**src/rtl/mqrb_pkg.sv**
```systemverilog
// -----------------------------------------------------------------------------
// Multi-queue message ring buffer package
// Shared request and response types, operation and status codes, and defaults.
// -----------------------------------------------------------------------------
`default_nettype none

package mqrb_pkg;

	localparam int NUM_QUEUES_DEF  = 8;
	localparam int QUEUE_BYTES_DEF = 1024;
	localparam int MAX_MSG_LEN_DEF = 64;

	localparam int OP_W   = 2;
	localparam int QSEL_W = 3;
	localparam int LEN_W  = 7;
	localparam int BYTE_W = 8;

	// Enqueue byte counter saturates here.
	localparam logic [LEN_W-1:0] OFFSET_SAT = '1;

	typedef enum logic [OP_W-1:0] {
		OP_ENQ      = 2'd0,
		OP_DEQ      = 2'd1,
		OP_ROLLBACK = 2'd2,
		OP_RESET    = 2'd3
	} op_t;

	typedef enum logic [1:0] {
		ST_OK        = 2'd0,
		ST_OVERFLOW  = 2'd1,
		ST_UNDERFLOW = 2'd2
	} status_t;

	typedef enum logic [1:0] {
		CS_IDLE,
		CS_PTR,
		CS_DEQ
	} ctrl_state_t;

	typedef struct packed {
		op_t               op;
		logic [QSEL_W-1:0] queue_sel;
		logic [LEN_W-1:0]  msg_len;
		logic [BYTE_W-1:0] data_in;
		logic              last_in;
	} req_item_t;

	typedef struct packed {
		status_t           status;
		logic [BYTE_W-1:0] data_out;
		logic              data_valid;
		logic              last_out;
	} rsp_item_t;

	// Occupancy of the response queue as seen by the sequencer.
	typedef struct packed {
		logic [1:0] count;
		logic       pop;
	} fifo_stat_t;

endpackage

`default_nettype wire

```
**src/rtl/mqrb_ptr_mem.sv**
```systemverilog
// -----------------------------------------------------------------------------
// Pointer memory
// Head and tail of every queue, one synchronous read and one write port.
// -----------------------------------------------------------------------------
`default_nettype none

module mqrb_ptr_mem #(
	parameter int NUM_QUEUES  = mqrb_pkg::NUM_QUEUES_DEF,
	parameter int QUEUE_BYTES = mqrb_pkg::QUEUE_BYTES_DEF,
	localparam int PW = $clog2(QUEUE_BYTES),
	localparam int QW = (NUM_QUEUES > 1) ? $clog2(NUM_QUEUES) : 1
) (
	input  wire logic                  clk,
	input  wire logic                  arst_n,
	input  wire logic                  rd_en,
	input  wire logic [QW-1:0]         rd_addr,
	output logic      [PW-1:0]         rd_head,
	output logic      [PW-1:0]         rd_tail,
	input  wire logic                  wr_en,
	input  wire logic [QW-1:0]         wr_addr,
	input  wire logic [PW-1:0]         wr_head,
	input  wire logic [PW-1:0]         wr_tail
);

	logic [2*PW-1:0] mem [NUM_QUEUES];
	logic            valid_q [NUM_QUEUES];
	logic [PW-1:0]   head_q;
	logic [PW-1:0]   tail_q;

	// An entry never written since reset reads as zero pointers.
	always_ff @(posedge clk or negedge arst_n) begin
		if (!arst_n) begin
			for (int i = 0; i < NUM_QUEUES; i++) begin
				valid_q[i] <= 1'b0;
			end
		end else if (wr_en) begin
			valid_q[wr_addr] <= 1'b1;
		end
	end

	always_ff @(posedge clk) begin
		if (wr_en) begin
			mem[wr_addr] <= {wr_head, wr_tail};
		end
	end

	always_ff @(posedge clk) begin
		if (rd_en) begin
			if (valid_q[rd_addr]) begin
				{head_q, tail_q} <= mem[rd_addr];
			end else begin
				head_q <= '0;
				tail_q <= '0;
			end
		end
	end

	assign rd_head = head_q;
	assign rd_tail = tail_q;

endmodule

`default_nettype wire

```
**config.mk**
```make
export PLATFORM = sky130hd
export DESIGN_NAME = mqrb_ptr_mem
export DESIGN_NICKNAME = d
export VERILOG_FILES = /design/src/rtl/mqrb_pkg.sv /design/src/rtl/mqrb_ptr_mem.sv
export SDC_FILE = /design/constraint.sdc
export NUM_CORES = 1
export LEC_CHECK = 0
export ABC_AREA = 1
export BUFFER_PORTS_ARGS = -buffer_cell sky130_fd_sc_hd__buf_2
export CAP_MARGIN = 40
export CORE_ASPECT_RATIO = 1.5
export CORE_UTILIZATION = 56
export DETAILED_ROUTE_END_ITERATION = 8
export GPL_TIMING_DRIVEN = 0
export HOLD_SLACK_MARGIN = 0.03
export PLACE_DENSITY = 0.75
export SETUP_SLACK_MARGIN = 0.2
export SLEW_MARGIN = 10
export SYNTH_ARGS = -nofsm -noshare
export SYNTH_HDL_FRONTEND = slang
export SYNTH_SLANG_ARGS = --single-unit
```
**constraint.sdc**
```tcl
create_clock -name clk -period 1.6 [get_ports clk]
set_input_delay 0.4 -clock clk [delete_from_list [all_inputs] [get_ports clk]]
set_output_delay 0.4 -clock clk [all_outputs]
set_load 0.03 [all_outputs]
```
# After elaboration in Yosys (flattened, before gate mapping)

Memories as Yosys holds them, arrays and structs flattened. A register that Yosys moved wholly into a read port is not among the register bits.
Index checks and enable logic that the tools add are counted.

$lt $le $gt $ge: 3
Bitwise gates (word level): 3
Reductions and logical operators: 2
Muxes and demuxes: 7

Operators by type and width:

| operator                                                                      | count |
|---|---|
| 4-bit greater-or-equal comparator (second input constant)                     | 2 |
| 3-bit inverter with 4-bit output                                              | 2 |
| 8-bit bitwise OR                                                              | 1 |
| 1-bit two-way mux                                                             | 5 |
| 4-bit by 1-bit less-than comparator with 1-bit output (second input constant) | 1 |
| 1-bit binary-select mux with 3-bit select                                     | 1 |
| 1-bit demux with 3-bit select                                                 | 1 |
| 1-bit logical AND                                                             | 1 |
| 1-bit zero test                                                               | 1 |

Memories: 1
Bits in writable memories: 160
Word-level logic and storage cells: 24
Flip-flop bits (word level): 8

Memory list:

| memory | words | width | read ports | clocked after memory_dff | wr ports | line               | RTL |
|---|---|---|---|---|---|---|---|
| mem    | 8     | 20    | 1          | 1                        | 1        | mqrb_ptr_mem.sv:25 | `logic [2*PW-1:0] mem [NUM_QUEUES];` |

# Longest topological paths before layout

Word-level depth: 6
Gate-level depth with buffers: 10
Mapped depth without buffers: 8

# Worst setup path after synthesis

Ideal clock, no wire load.

Kind: in2reg
From: input port wr_addr[0]
To: memory mem[0][0] (netlist bit) (enable)
Data required time: 1.203 ns
Cell stages on the path: 3
Library setup time: 0.397 ns
Data arrival time: 1.448 ns
Path slack: -0.245 ns
Path through: inv_1 -> nand2_1 -> nor2_1

RTL lines:

| element            | line               | RTL |
|---|---|---|
| start: declaration | mqrb_ptr_mem.sv:20 | `input wire logic [QW-1:0] wr_addr,` |
| end: declaration   | mqrb_ptr_mem.sv:25 |  |

No word-level cell before the write port.

# Worst setup path after layout

From: input port wr_en
To: memory mem[3][17] (netlist bit) (enable)

Cells in the longest elaborated chain, start to end: 2

Ends and longest elaborated chain:

| element                                 | line               | RTL |
|---|---|---|
| start: declaration                      | mqrb_ptr_mem.sv:19 | `input wire logic wr_en,` |
| 1-bit two-way mux                       | mqrb_ptr_mem.sv:42 | `if (wr_en) begin` |
| 1-bit two-way mux (not written as such) | mqrb_ptr_mem.sv:43 | `mem[wr_addr] <= {wr_head, wr_tail};` |

No other way between the ends.

==> impl_metrics.csv <==
group,metric,value,unit
sta,hold_viol,0,
placement,gp_congestion,0.795,
global_routing,grt_start_max_net_pins,21,
power_and_ir_drop,seq_power_share,0.535,
status,outcome,"completed",
clocking,cts_root_buf,"clkbuf_16",
die,core_area,14100,um^2
power_and_ir_drop,intPower,8140,uW
die,start_util,0.576,
sta,hold_slack,242,ps
final_layout,drive_gt1_frac,0.133,
placement,dpl.hpwl,11.2,mm
sta,fin_crit_sh,0.894,
placement,place_inst,1059,
die,die_area,15000,um^2
sta,setup_viol,0,
die,dieHeight,150,um
global_routing,grt_pass1_vias,5200,
power_and_ir_drop,comb_power_share,0.086,
worst_setup_path,r2r_setup_slack,240,ps
power_and_ir_drop,clock_power_share,0.379,
sta,slew_headroom,0.438,
placement,port_buffers,48,
logic_synthesis,synthTopCellsByArea,"edfxtp_1 (66%), nand2_1 (14%), inv_1 (8.9%)",
final_layout,fin_nets,919,
flow_run,max-cap-violations,0,
die,die_x,100,um
sta,slew_viol_final,0,
global_routing,antenna_found_initial,0,
power_and_ir_drop,p_leak,0.00447,uW
worst_setup_path,setup.worst_path.end_class,"register",
power_and_ir_drop,switching_power,2370,uW
logic_synthesis,syn-instance-count,814,
placement,place_ws,-312,ps
clocking,worst_skew_pair.late_latency,430,ps
drt,ant_nets,0,
worst_setup_path,worstSetupPathType,"in2reg",
global_routing,grt_usage,0.248,
sta,max_freq,699,MHz
sta,rsz0062_at_grt,"true",
sta,setup_ws,170,ps
drt,route.detailed.drc,0,
final_layout,antenna_cells,0,
logic_synthesis,synth.cell_area,8140,um^2
final_layout,fin_cells,1093,
clocking,post_cts_buffers,0,
logic_synthesis,ys_ff_latch,188,
die,top_level_ports,50,
final_layout,final_common_cell,"nand2_1",
logic_synthesis,synth.distinct_cells,13,
global_routing,grt_pass1_wl,26.6,mm
drt,vias,5412,
die,rows,53,
clocking,htreeDepth,4,
sta,clock_skew,10.5,ps
global_routing,grt_overflow,0,
clocking,clockBufferDepth,2,
drt,wl_per_cell,16.0,um
worst_setup_path,path_max_fanout,20,
worst_setup_path,critPathLaunchType,"input port",
clocking,clk_pin_slew_worst_paths,60,ps
clocking,cts-buffers-inserted,17,
power_and_ir_drop,sw_frac_of_total,0.226,
logic_synthesis,synth_top_area_frac,0.664,
final_layout,area_growth,15.8,%
logic_synthesis,yosysTopAreaCell,"edfxtp_1",
worst_setup_path,worstPathRequired,1660,ps
sta,setup_tns,0,ps
power_and_ir_drop,power.density,1120,nW/um^2
drt,routed_wl,17.5,mm
logic_synthesis,yosys_warnings,0,
sta,period_needed,1430,ps
clocking,cts_tree,"built",
clocking,clkSinkCount,188,
logic_synthesis,ys_seq_area_frac,0.689,
sta,worst_slew_pin_slew,841,ps
drt,drtIter0Drc,407,
worst_setup_path,cp_data_arrival_time,1490,ps
drt,firstDrtPassIters,5,
power_and_ir_drop,peakVddDrop,0.000690,V
drt,viasPerCell,4.95,
min_path,hp-class,"in2reg",
logic_synthesis,avgSynthCellArea,10.0,um^2
final_layout,final_cell_mix,"nand2_1 (296), inv_1 (193), edfxtp_1 (180), nand3_1 (84), buf_2 (46)",
logic_synthesis,syn-num-nets,844,
worst max-delay path, cell delays in order:
cell and delay, ps:
buf_2 90, nand2_1 240, nor2_4 750
timing repair:
| item | in CTS | in global routing |
|---|---|---|
| endpoints found under the hold margin | 8 | 0 |
| cloned | 0 | 2 |
| pin swaps | 2 | 2 |
| hold buffers | 1 | 0 |
| resized for setup | 1 | 48 |
| endpoints found under the setup margin | 54 | 140 |
metrics by stage:
| stage | power [uW] | area (um^2) | utilization |
|---|---|---|---|
| after global routing | 10800 | 9430 | 0.667 |
| after CTS | 10500 | 9310 | 0.659 |
| final | 10500 | 9430 | 0.667 |
| after global placement | 6530 | 8640 | 0.612 |
| after floorplan | 6250 | 8160 | - |
| after detailed placement | 6570 | 8740 | 0.619 |
power by group through the flow:
stage / combinational, uW / sequential (uW) / clock, uW
after global routing: 989 / 5640 / 4200
after global placement: 810 / 5720 / 0
after detailed placement: 847 / 5730 / 0
after floorplan: 444 / 5810 / 0
after CTS: 859 / 5620 / 4020
final: 904 / 5630 / 3990
cells in the mapped netlist:
cell type    n
edfxtp_1   180
nand2_1    299
dfrtp_1      8
o21ai_0      8
nand3_1     84
buf_2       13
buf_1        3
inv_2        1
clkbuf_1     5
nor2_1       8
inv_1      193
buf_4       10
buf_6        2
flip-flops by register name (all words and copies together) (netlist names):
register and count:
mem 160, rd_head 10, rd_tail 10, valid_q 8
routing by layer:
layer,track usage,part of all wire
met1,0.272,0.37
met2,0.448,0.53
met3,0.0500,0.059
met4,0.128,0.040
met5,0,0
cell families after synthesis:
kind of cell	Yosys count	share of synthesized area
AOI/OAI and AO/OA	8	0.00492
buffers and inverters	227	0.113
DFF	188	0.689
and+or+nand+nor	391	0.193
area by class of cell:
class,instances,area (um^2)
inverters,194,728
clock inverters,12,123
clock buffers,19,433
repair buffers,56,424
plain buffers,33,208
fillers,1076,4700
multi-input cells,399,1670
well taps,192,240
flip-flops and latches,188,5610
worst paths after layout:
kind,from,to,depth (start not counted)
min in group asynchronous,arst_n,valid_q[4],2
min,wr_head[9],mem[2][19],1
min reg2reg,valid_q[1],valid_q[1],2
max reg2reg,valid_q[0],rd_tail[4],9
max,wr_en,mem[3][17],3
max in group asynchronous,arst_n,valid_q[2],2
Note: power is estimated with default switching activity, not from simulation.
