`src/rtl/mqrb_pkg.sv`:
```
// -----------------------------------------------------------------------------
// Multi-queue message ring buffer package
// Shared request and response types, operation and status codes, and defaults.
// -----------------------------------------------------------------------------
`default_nettype none

package mqrb_pkg;

	localparam int NUM_QUEUES_DEF  = 8;
	localparam int QUEUE_BYTES_DEF = 1024;
	localparam int MAX_MSG_LEN_DEF = 64;

	localparam int OP_W   = 2;
	localparam int QSEL_W = 3;
	localparam int LEN_W  = 7;
	localparam int BYTE_W = 8;

	// Enqueue byte counter saturates here.
	localparam logic [LEN_W-1:0] OFFSET_SAT = '1;

	typedef enum logic [OP_W-1:0] {
		OP_ENQ      = 2'd0,
		OP_DEQ      = 2'd1,
		OP_ROLLBACK = 2'd2,
		OP_RESET    = 2'd3
	} op_t;

	typedef enum logic [1:0] {
		ST_OK        = 2'd0,
		ST_OVERFLOW  = 2'd1,
		ST_UNDERFLOW = 2'd2
	} status_t;

	typedef enum logic [1:0] {
		CS_IDLE,
		CS_PTR,
		CS_DEQ
	} ctrl_state_t;

	typedef struct packed {
		op_t               op;
		logic [QSEL_W-1:0] queue_sel;
		logic [LEN_W-1:0]  msg_len;
		logic [BYTE_W-1:0] data_in;
		logic              last_in;
	} req_item_t;

	typedef struct packed {
		status_t           status;
		logic [BYTE_W-1:0] data_out;
		logic              data_valid;
		logic              last_out;
	} rsp_item_t;

	// Occupancy of the response queue as seen by the sequencer.
	typedef struct packed {
		logic [1:0] count;
		logic       pop;
	} fifo_stat_t;

endpackage

`default_nettype wire

```
`src/rtl/mqrb_out_fifo.sv`:
```
// -----------------------------------------------------------------------------
// Response queue
// Two-entry queue that decouples result production from the receiver.
// -----------------------------------------------------------------------------
`default_nettype none

module mqrb_out_fifo (
	input  wire logic                   clk,
	input  wire logic                   arst_n,
	input  wire logic                   push_valid,
	input  wire mqrb_pkg::rsp_item_t    push_item,
	output mqrb_pkg::fifo_stat_t        stat,
	output logic                        rsp_valid,
	input  wire logic                   rsp_ready,
	output mqrb_pkg::rsp_item_t         rsp
);

	mqrb_pkg::rsp_item_t ent_q [2];
	logic                wr_ptr_q;
	logic                rd_ptr_q;
	logic [1:0]          count_q;
	logic                pop;

	assign rsp_valid  = (count_q != 2'd0);
	assign rsp        = ent_q[rd_ptr_q];
	assign pop        = rsp_valid && rsp_ready;
	assign stat.count = count_q;
	assign stat.pop   = pop;

	always_ff @(posedge clk or negedge arst_n) begin
		if (!arst_n) begin
			wr_ptr_q <= 1'b0;
			rd_ptr_q <= 1'b0;
			count_q  <= 2'd0;
		end else begin
			if (push_valid) begin
				wr_ptr_q <= ~wr_ptr_q;
			end
			if (pop) begin
				rd_ptr_q <= ~rd_ptr_q;
			end
			count_q <= count_q + {1'b0, push_valid} - {1'b0, pop};
		end
	end

	always_ff @(posedge clk) begin
		if (push_valid) begin
			ent_q[wr_ptr_q] <= push_item;
		end
	end

endmodule

`default_nettype wire

```
`config.mk`:
```
export PLATFORM = sky130hd
export DESIGN_NAME = mqrb_out_fifo
export DESIGN_NICKNAME = d
export VERILOG_FILES = /design/src/rtl/mqrb_pkg.sv /design/src/rtl/mqrb_out_fifo.sv
export SDC_FILE = /design/constraint.sdc
export NUM_CORES = 1
export LEC_CHECK = 0
export BUFFER_PORTS_ARGS = -buffer_cell sky130_fd_sc_hd__clkbuf_2
export CAP_MARGIN = 5
export CORE_MARGIN = 2
export CORE_UTILIZATION = 49
export CTS_CLUSTER_DIAMETER = 40
export DETAILED_ROUTE_END_ITERATION = 6
export PLACE_DENSITY = 0.79
export SLEW_MARGIN = 30
export SYNTH_ARGS = -nofsm -noshare
export SYNTH_HDL_FRONTEND = slang
export SYNTH_SLANG_ARGS = --single-unit
```
`constraint.sdc`:
```
create_clock -name clk -period 2 [get_ports clk]
set_input_delay 0.6 -clock clk [delete_from_list [all_inputs] [get_ports clk]]
set_output_delay 0.6 -clock clk [all_outputs]
set_load 0.01 [all_outputs]
```
; Word-level counts from Yosys, hierarchy flattened
; Memories as Yosys holds them, arrays and structs flattened.
; Index checks and enable logic that the tools add are counted.
[classes]
div_mod_pow = 0
mul = 0
eq_ne = 0
addsub = 2
reduce_logical = 2
bitwise_logic = 2
n_lt_le_gt_ge = 0
n_shift = 0
n_mux = 2
[ops]
columns = operator, count
row1 = $add A2 B1 Y2, 1
row2 = $mux W1, 2
row3 = $not A1 Y1, 2
row4 = $reduce_bool A2 Y1, 1
row5 = $sub A2 B1 Y2, 1
row6 = $logic_and A1 B1 Y1, 1
[totals]
latch_bits = 0
ff_bits = 4
n_memories = 1
ram_bits = 24
input_bits = 16
romBits = 0
out_inout_bits = 16
[memory_table]
columns = name, depth, width, read_ports, rd_clocked_by_memory_dff, wr, line_no
row1 = ent_q, 2, 12, 1, 0, 1, mqrb_out_fifo.sv:18  ; mqrb_pkg::rsp_item_t ent_q [2];

; Longest topological paths before layout
; Gate-level depths: netlist of run 1.
[depth]
ltp_word = 3
ltp_mapped = 6
depth_no_buf = 6

; Worst setup path after synthesis of run 1
; OpenSTA, ideal clock, no wires.
[synth_path]
kind = input-to-reg
start = input push_valid
end = memory ent_q[0][0] (netlist bit), enable pin
t_required_ps = 1618
cell_stages = 1
setup_slack_ps = 425
arrival_time_ps = 1193
path_cell_list = nor2b_1
[synth_via]
elab_chain_len = 2
[synth_lines]
columns = item, line_no
row1 = from (decl), mqrb_out_fifo.sv:10  ; input wire logic push_valid,
row2 = $mux W1, mqrb_out_fifo.sv:47  ; if (push_valid) begin
row3 = $mux W1 (implied by the code), mqrb_out_fifo.sv:48  ; ent_q[wr_ptr_q] <= push_item;
row4 = to (decl), mqrb_out_fifo.sv:18
; Every way passes these cells.

==> metrics.yaml, run 1 <==
detailed_routing:
  wl_per_cell_um: 13.9
  vias: 578
  drt.antenna.violating_nets: 0
  drt-total-wl_um: 1640
  vias_per_cell: 4.90
  drt_iter0_markers: 6
  drt-pass1-iter-count: 3
  remaining_drc_errors: 0
die:
  die_area_mm2: 0.00265
  start_util: 0.508
  ios: 32
  core-area_mm2: 0.00217
  die_w_um: 51.4
  num_rows: 17
  die_h_um: 51.4
pwr:
  power_density_mw_per_mm2: 1410
  leakagePower_nw: 0.580
  vdd_drop_max_uv: 792
synth:
  syn_area_per_cell_um2: 20.4
  yosysWarnings: 0
  syn-num-nets: 72
  synth_area_mm2: 0.00110
  synthCells: 54
  synth_seq_cells: 28
  netlist-cell-type-count: 14
  ys_seq_area_frac: 0.745
setup_path:
  worstSetupPathType: "reg2out"
  arrival_ns: 1.37
  required_ns: 1.40
  cp-start-kind: "flip-flop"
  crit_fanout: 10
  crit_path_end_kind: "output port"
clock_tree:
  cts_buffers: 3
  h-tree-depth: 1
  clk_latency_ns: 0.33
  cts_tree: "built"
  path_clk_slew_ns: 0.14
  clock_sinks: 28
  cts_root_buffer: "clkbuf_4"
  cts.path.max_buffers: 2
sta:
  min_period_over_period: 0.983
  finalCriticalPeriod_ns: 1.97
  finalSetupViolations: 0
  holdWs_ns: 0.0479
  worstMarginPinSlew_ns: 0.548
  rsz0062_at_grt: "true"
  setup_slack_ns: 0.0349
  max_freq_mhz: 509
  max-slew-margin-rel: 0.635
  maxSlewViolCount: 0
  clock_skew_ns: 0.00656
  finalHoldViolations: 0
  tns_ns: 0
global_route:
  met3_usage: 0.0263
  track_usage: 0.151
  grt_use_met2: 0.252
  grt_pass1_wl_um: 2680
  busiest_layer: "met2"
  grtUsageMet1: 0.168
  grt_max_degree: 17
  antenna_found_initial: 0
  grt_overflow_total: 0
  grt_pass1_vias: 563
layout:
  regArea_um2: 821
  synthToLayoutAreaGrowth_pct: 23.0
  diodes: 0
  fillers: 189
  final_area_mm2: 0.00136
  final_cell_mix: "31 x clkbuf_2, 24 x edfxtp_1, 9 x mux2_4, 4 x dfrtp_1"
  final_common_cell: "clkbuf_2"
  multi_input_area_um2: 255
  drive_gt1_frac: 0.567
  finalNetCount: 109
placement:
  port_buffers: 31
  hpwl_um: 1200
  place_congestion: 0.629
  place_ws_ns: 0.289
  placed_cell_area_mm2: 0.00129
outcome:
  outcome: "completed"
flow_run:
  max-cap-violations: 0
hold_path:
  hold_path_class: "in2async"
-- what timing repair did --
action | in CTS | in global routing
endpoints found under the setup margin | 9 | 9
resized for setup | 1 | 1
setup buffers | 1 | 0
hold buffers | 0 | 0
-- power breakdown --
part	internal [mW]	total [mW]	leakage [nW]	switching, mW
combinational	0.371	0.695	0.280	0.324
clock	0.203	0.363	0.0279	0.161
sequential	0.789	0.852	0.272	0.0626
total	1.36	1.91	0.580	0.547
-- stage by stage --
stage / utilization / std cells / power, mW
2_1_floorplan: - / 54 / 1.32
3_3_place_gp: 0.594 / 113 / 1.51
3_5_place_dp: 0.594 / 113 / 1.54
4_1_cts: 0.623 / 118 / 1.93
5_1_grt: 0.625 / 118 / 2.02
6_report: 0.625 / 118 / 1.91
-- cells by family after synthesis --
logic type               Yosys count  synth area share
AND/OR/NAND/NOR                    3            0.0170
AO/OA/AOI/OAI                      1           0.00681
flip-flops                        28             0.745
XOR/XNOR                           4            0.0318
buffers and inverters              4            0.0238
adder cells (fa/ha/maj)            2            0.0227
multiplexers                      12             0.153
-- registers in the layout (all words and copies together), names as in the netlist --
| signal | cells |
|---|---|
| rd_ptr_q | 1 |
| count_q | 2 |
| ent_q | 24 |
| wr_ptr_q | 1 |
-- worst max-delay path, stage by stage (launching register included) --
cell and delay [ns]:
dfrtp_1 0.42, buf_8 0.18, mux2_4 0.31, clkbuf_2 0.13
-- final timing paths --
check / start / endpoint / slack, ns / depth (start not counted)
min reg2reg: wr_ptr_q$_DFFE_PN0P_ / wr_ptr_q$_DFFE_PN0P_ / 0.49 / 1
max reg2reg: count_q[0]$_DFF_PN0_ / count_q[1]$_DFF_PN0_ / 0.45 / 6
max: rd_ptr_q$_DFFE_PN0P_ / rsp[9] / 0.03 / 3
max in group asynchronous: arst_n / wr_ptr_q$_DFFE_PN0P_ / 1.81 / 1
min: arst_n / count_q[0]$_DFF_PN0_ / 0.05 / 1
min in group clk: push_item[9] / ent_q[0][9]$_DFFE_PP_ / 0.44 / 1
-- Yosys cell counts --
cell type	count	area (µm²)
edfxtp_1	24	721
mux2_4	9	135
dfrtp_1	4	100
mux2_2	3	33.8
ha_1	2	25.0
inv_1	2	7.51
xnor2_1	2	17.5
xor2_1	2	17.5
and2_1	1	6.26
buf_4	1	7.51
buf_6	1	11.3
nor2b_1	1	6.26
o21a_1	1	7.51
or2_2	1	6.26
-- cell type report --
class	instances	area share
well taps	28	0.0258
multi-input cells	22	0.188
repair buffers	34	0.137
clock buffers	3	0.0166
flip-flops and latches	28	0.605
inverters	2	0.00554
clock inverters	1	0.0221
-- metal layers --
layer	routed length, µm	up-vias
li1	-	271
met1	643	280
met2	867	22
met3	77	5
met4	56	0
met5	0	-
Note: power is estimated with default switching activity, not from simulation.
==> run 2, diff against run 1 <==
--- a/config.mk
+++ b/config.mk
@@ -8,10 +8,10 @@
 export BUFFER_PORTS_ARGS = -buffer_cell sky130_fd_sc_hd__clkbuf_2
 export CAP_MARGIN = 5
 export CORE_MARGIN = 2
-export CORE_UTILIZATION = 49
+export CORE_UTILIZATION = 53
 export CTS_CLUSTER_DIAMETER = 40
 export DETAILED_ROUTE_END_ITERATION = 6
-export PLACE_DENSITY = 0.79
+export PLACE_DENSITY = 0.84
 export SLEW_MARGIN = 30
 export SYNTH_ARGS = -nofsm -noshare
 export SYNTH_HDL_FRONTEND = slang
==> constraint.sdc (replaced) <==
create_clock -name clk -period 2.35 [get_ports clk]
set_input_delay 0.705 -clock clk [delete_from_list [all_inputs] [get_ports clk]]
set_output_delay 0.705 -clock clk [all_outputs]
set_load 0.01 [all_outputs]
==> run 2 against run 1 <==
Net effect:
- clock skew down 0.0025 ns
- sequential share of layout area up 2.0 points
- global-route usage down 0.62 points
- register-to-register slack better by 0.36 ns
- hold slack better by 0.12 ns
- final area down 3.1%
- clock power down 49%
- clock-buffer cell count unchanged
- combinational power down 21%
- die area down 7.0%
- final cell count down 1.7%
- largest cell class unchanged
==> metrics.yaml, run 2 (same netlist as run 1, synthesis figures left out) <==
detailed_routing:
  drt_iter0_markers: 7  # was 6
  drt-total-wl_um: 1490  # was 1640 µm
  vias_per_cell: 4.74  # was 4.90
  drt-pass1-iter-count: 2  # was 3
  drt.antenna.violating_nets: 0  # unchanged
  wl_per_cell_um: 12.9  # was 13.9 µm
  remaining_drc_errors: 0  # unchanged
  vias: 550  # was 578
pwr:
  p_sw_frac: 0.301  # was 0.286
  power_density_mw_per_mm2: 1120  # was 1410 mW/mm²
  p_switching_mw: 0.441  # was 0.547 mW
  vdd_drop_max_uv: 767  # was 792 µV
  leakagePower_nw: 0.560  # was 0.580 nW
  p_total_mw: 1.47  # was 1.91 mW
  p_int_mw: 1.03  # was 1.36 mW
  power_frac_seq: 0.501  # was 0.446
  clkPwrFrac: 0.126  # was 0.190
  combPwrFrac: 0.373  # was 0.364
setup_path:
  slowest_stage: "dfrtp_1"  # unchanged
  arrival_ns: 1.52  # was 1.37 ns
  cp-start-kind: "flip-flop"  # unchanged
  cpPeakStageDelay_ns: 0.50  # was 0.42 ns
  worstSetupPathType: "reg2out"  # unchanged
  worstPathCellList: "buf_4 -> mux2_4 -> clkbuf_2"  # was buf_8 -> mux2_4 -> clkbuf_2
  required_ns: 1.64  # was 1.40 ns
  crit_path_end_kind: "output port"  # unchanged
  crit_fanout: 9  # was 10
clock_tree:
  cts.path.max_buffers: 2  # unchanged
  cts_buffers: 3  # unchanged
  hold_buffers: 0  # unchanged
  post_cts_buffers: 0  # was 1
  clk_latency_ns: 0.31  # was 0.33 ns
  ctsResizeCount: 0  # was 1
  path_clk_slew_ns: 0.13  # was 0.14 ns
  cts_tree: "built"  # unchanged
  cts_root_buffer: "clkbuf_4"  # unchanged
  h-tree-depth: 1  # unchanged
  clock_sinks: 28  # unchanged
placement:
  port_buffers: 31  # unchanged
  place_congestion: 0.605  # was 0.629
  hpwl_um: 1160  # was 1200 µm
global_route:
  track_usage: 0.144  # was 0.151
  grtUsageMet1: 0.149  # was 0.168
  busiest_layer: "met2"  # unchanged
  grt_pass1_vias: 590  # was 563
  grt_overflow_total: 0  # unchanged
  grt_pass1_wl_um: 2550  # was 2680 µm
  grt_max_degree: 16  # was 17
  met3_usage: 0.0303  # was 0.0263
  antenna_found_initial: 0  # unchanged
  grt_use_met2: 0.260  # was 0.252
sta:
  max-slew-margin-rel: 0.647  # was 0.635
  clock_skew_ns: 0.00403  # was 0.00656 ns
  rsz0062_at_grt: "false"  # was true
  finalHoldViolations: 0  # unchanged
  worstMarginPinSlew_ns: 0.529  # was 0.548 ns
  min_period_over_period: 0.946
  tns_ns: 0  # unchanged
  maxSlewViolCount: 0  # unchanged
  max_freq_mhz: 450
  finalSetupViolations: 0  # unchanged
  finalCriticalPeriod_ns: 2.22
die:
  num_rows: 16  # was 17
  core-area_mm2: 0.00196  # was 0.00217 mm²
  die_w_um: 49.6  # was 51.4 µm
  ios: 32  # unchanged
  die_h_um: 49.6  # was 51.4 µm
  start_util: 0.562  # was 0.508
  die_area_mm2: 0.00246  # was 0.00265 mm²
layout:
  largest_register: "ent_q"  # unchanged
  finalNetCount: 108  # was 109
  top_regs: "ent_q: 24 flops, count_q: 2 flops"  # unchanged
  final_common_cell: "clkbuf_2"  # unchanged
  synthToLayoutAreaGrowth_pct: 19.2  # was 23.0%
  largest_register_ffs: 24  # unchanged
  final_cell_mix: "31 x clkbuf_2, 24 x edfxtp_1, 9 x mux2_4, 4 x dfrtp_1"  # unchanged
  drive_gt1_frac: 0.551  # was 0.567
  diodes: 0  # unchanged
flow_run:
  max-cap-violations: 0  # unchanged
hold_path:
  hold_path_class: "in2async"  # unchanged
outcome:
  outcome: "completed"  # unchanged
-- run 2: changes by cell type in the layout (fill, tap and decap cells not counted), sizes merged --
cell,delta
buf,-1
clkinv,+1
bufinv,-1
-- run 2: power groups by stage --
| stage | combinational (mW) | clock, mW | sequential (mW) |
|---|---|---|---|
| after CTS | 0.559 | 0.192 | 0.738 |
| final | 0.547 | 0.185 | 0.735 |
| after global placement | 0.544 | 0 | 0.738 |
| after detailed placement | 0.559 | 0 | 0.749 |
| after global routing | 0.601 | 0.206 | 0.752 |
| after floorplan | 0.392 | 0 | 0.736 |
-- run 2: stage by stage --
| stage | worst slack (ns) | instance area (µm²) | hold slack [ns] | util | std cells |
|---|---|---|---|---|---|
| 6_report | 0.127 | 1310 | 0.165 | 0.670 | 116 |
| 5_1_grt | 0.0321 | 1310 | 0.150 | 0.670 | 116 |
| 4_1_cts | 0.104 | 1310 | 0.161 | 0.670 | 116 |
| 3_5_place_dp | 0.471 | 1290 | 0.501 | 0.656 | 112 |
| 3_3_place_gp | 0.488 | 1290 | 0.469 | 0.656 | 112 |
| 2_1_floorplan | 0.670 | 1100 | 0.409 | - | 54 |
-- run 2: cell type report --
| cell class | count | area, µm² |
|---|---|---|
| well taps | 27 | 33.8 |
| clock inverters | 1 | 3.75 |
| repair buffers | 33 | 170 |
| fillers | 156 | 648 |
| clock buffers | 3 | 22.5 |
| inverters | 2 | 7.51 |
| multi-input cells | 22 | 255 |
| flip-flops and latches | 28 | 821 |
-- run 2: worst paths after layout --
path	start	cells past startpoint	slack, ns	to
worst max-delay path	rd_ptr_q$_DFFE_PN0P_	3	0.13	rsp[4]
worst min-delay path	arst_n	1	0.16	rd_ptr_q$_DFFE_PN0P_
worst max register to register	count_q[1]$_DFF_PN0_	6	0.81	count_q[1]$_DFF_PN0_
worst min register to register	wr_ptr_q$_DFFE_PN0P_	1	0.53	wr_ptr_q$_DFFE_PN0P_
max in group asynchronous	arst_n	1	2.07	wr_ptr_q$_DFFE_PN0P_
min in group clk	wr_ptr_q$_DFFE_PN0P_	1	0.53	wr_ptr_q$_DFFE_PN0P_
-- run 2: worst max-delay path: cells and delay by family, from the launching register on --
kind	cells	cell delay (ns)
flops	1	0.50
buf+inv	2	0.39
mux	1	0.32
-- run 2: layer usage --
metal	vias up	part of all wire
met4	0	0.025
li1	270	-
met2	18	0.54
met5	-	0
met1	258	0.39
met3	4	0.048
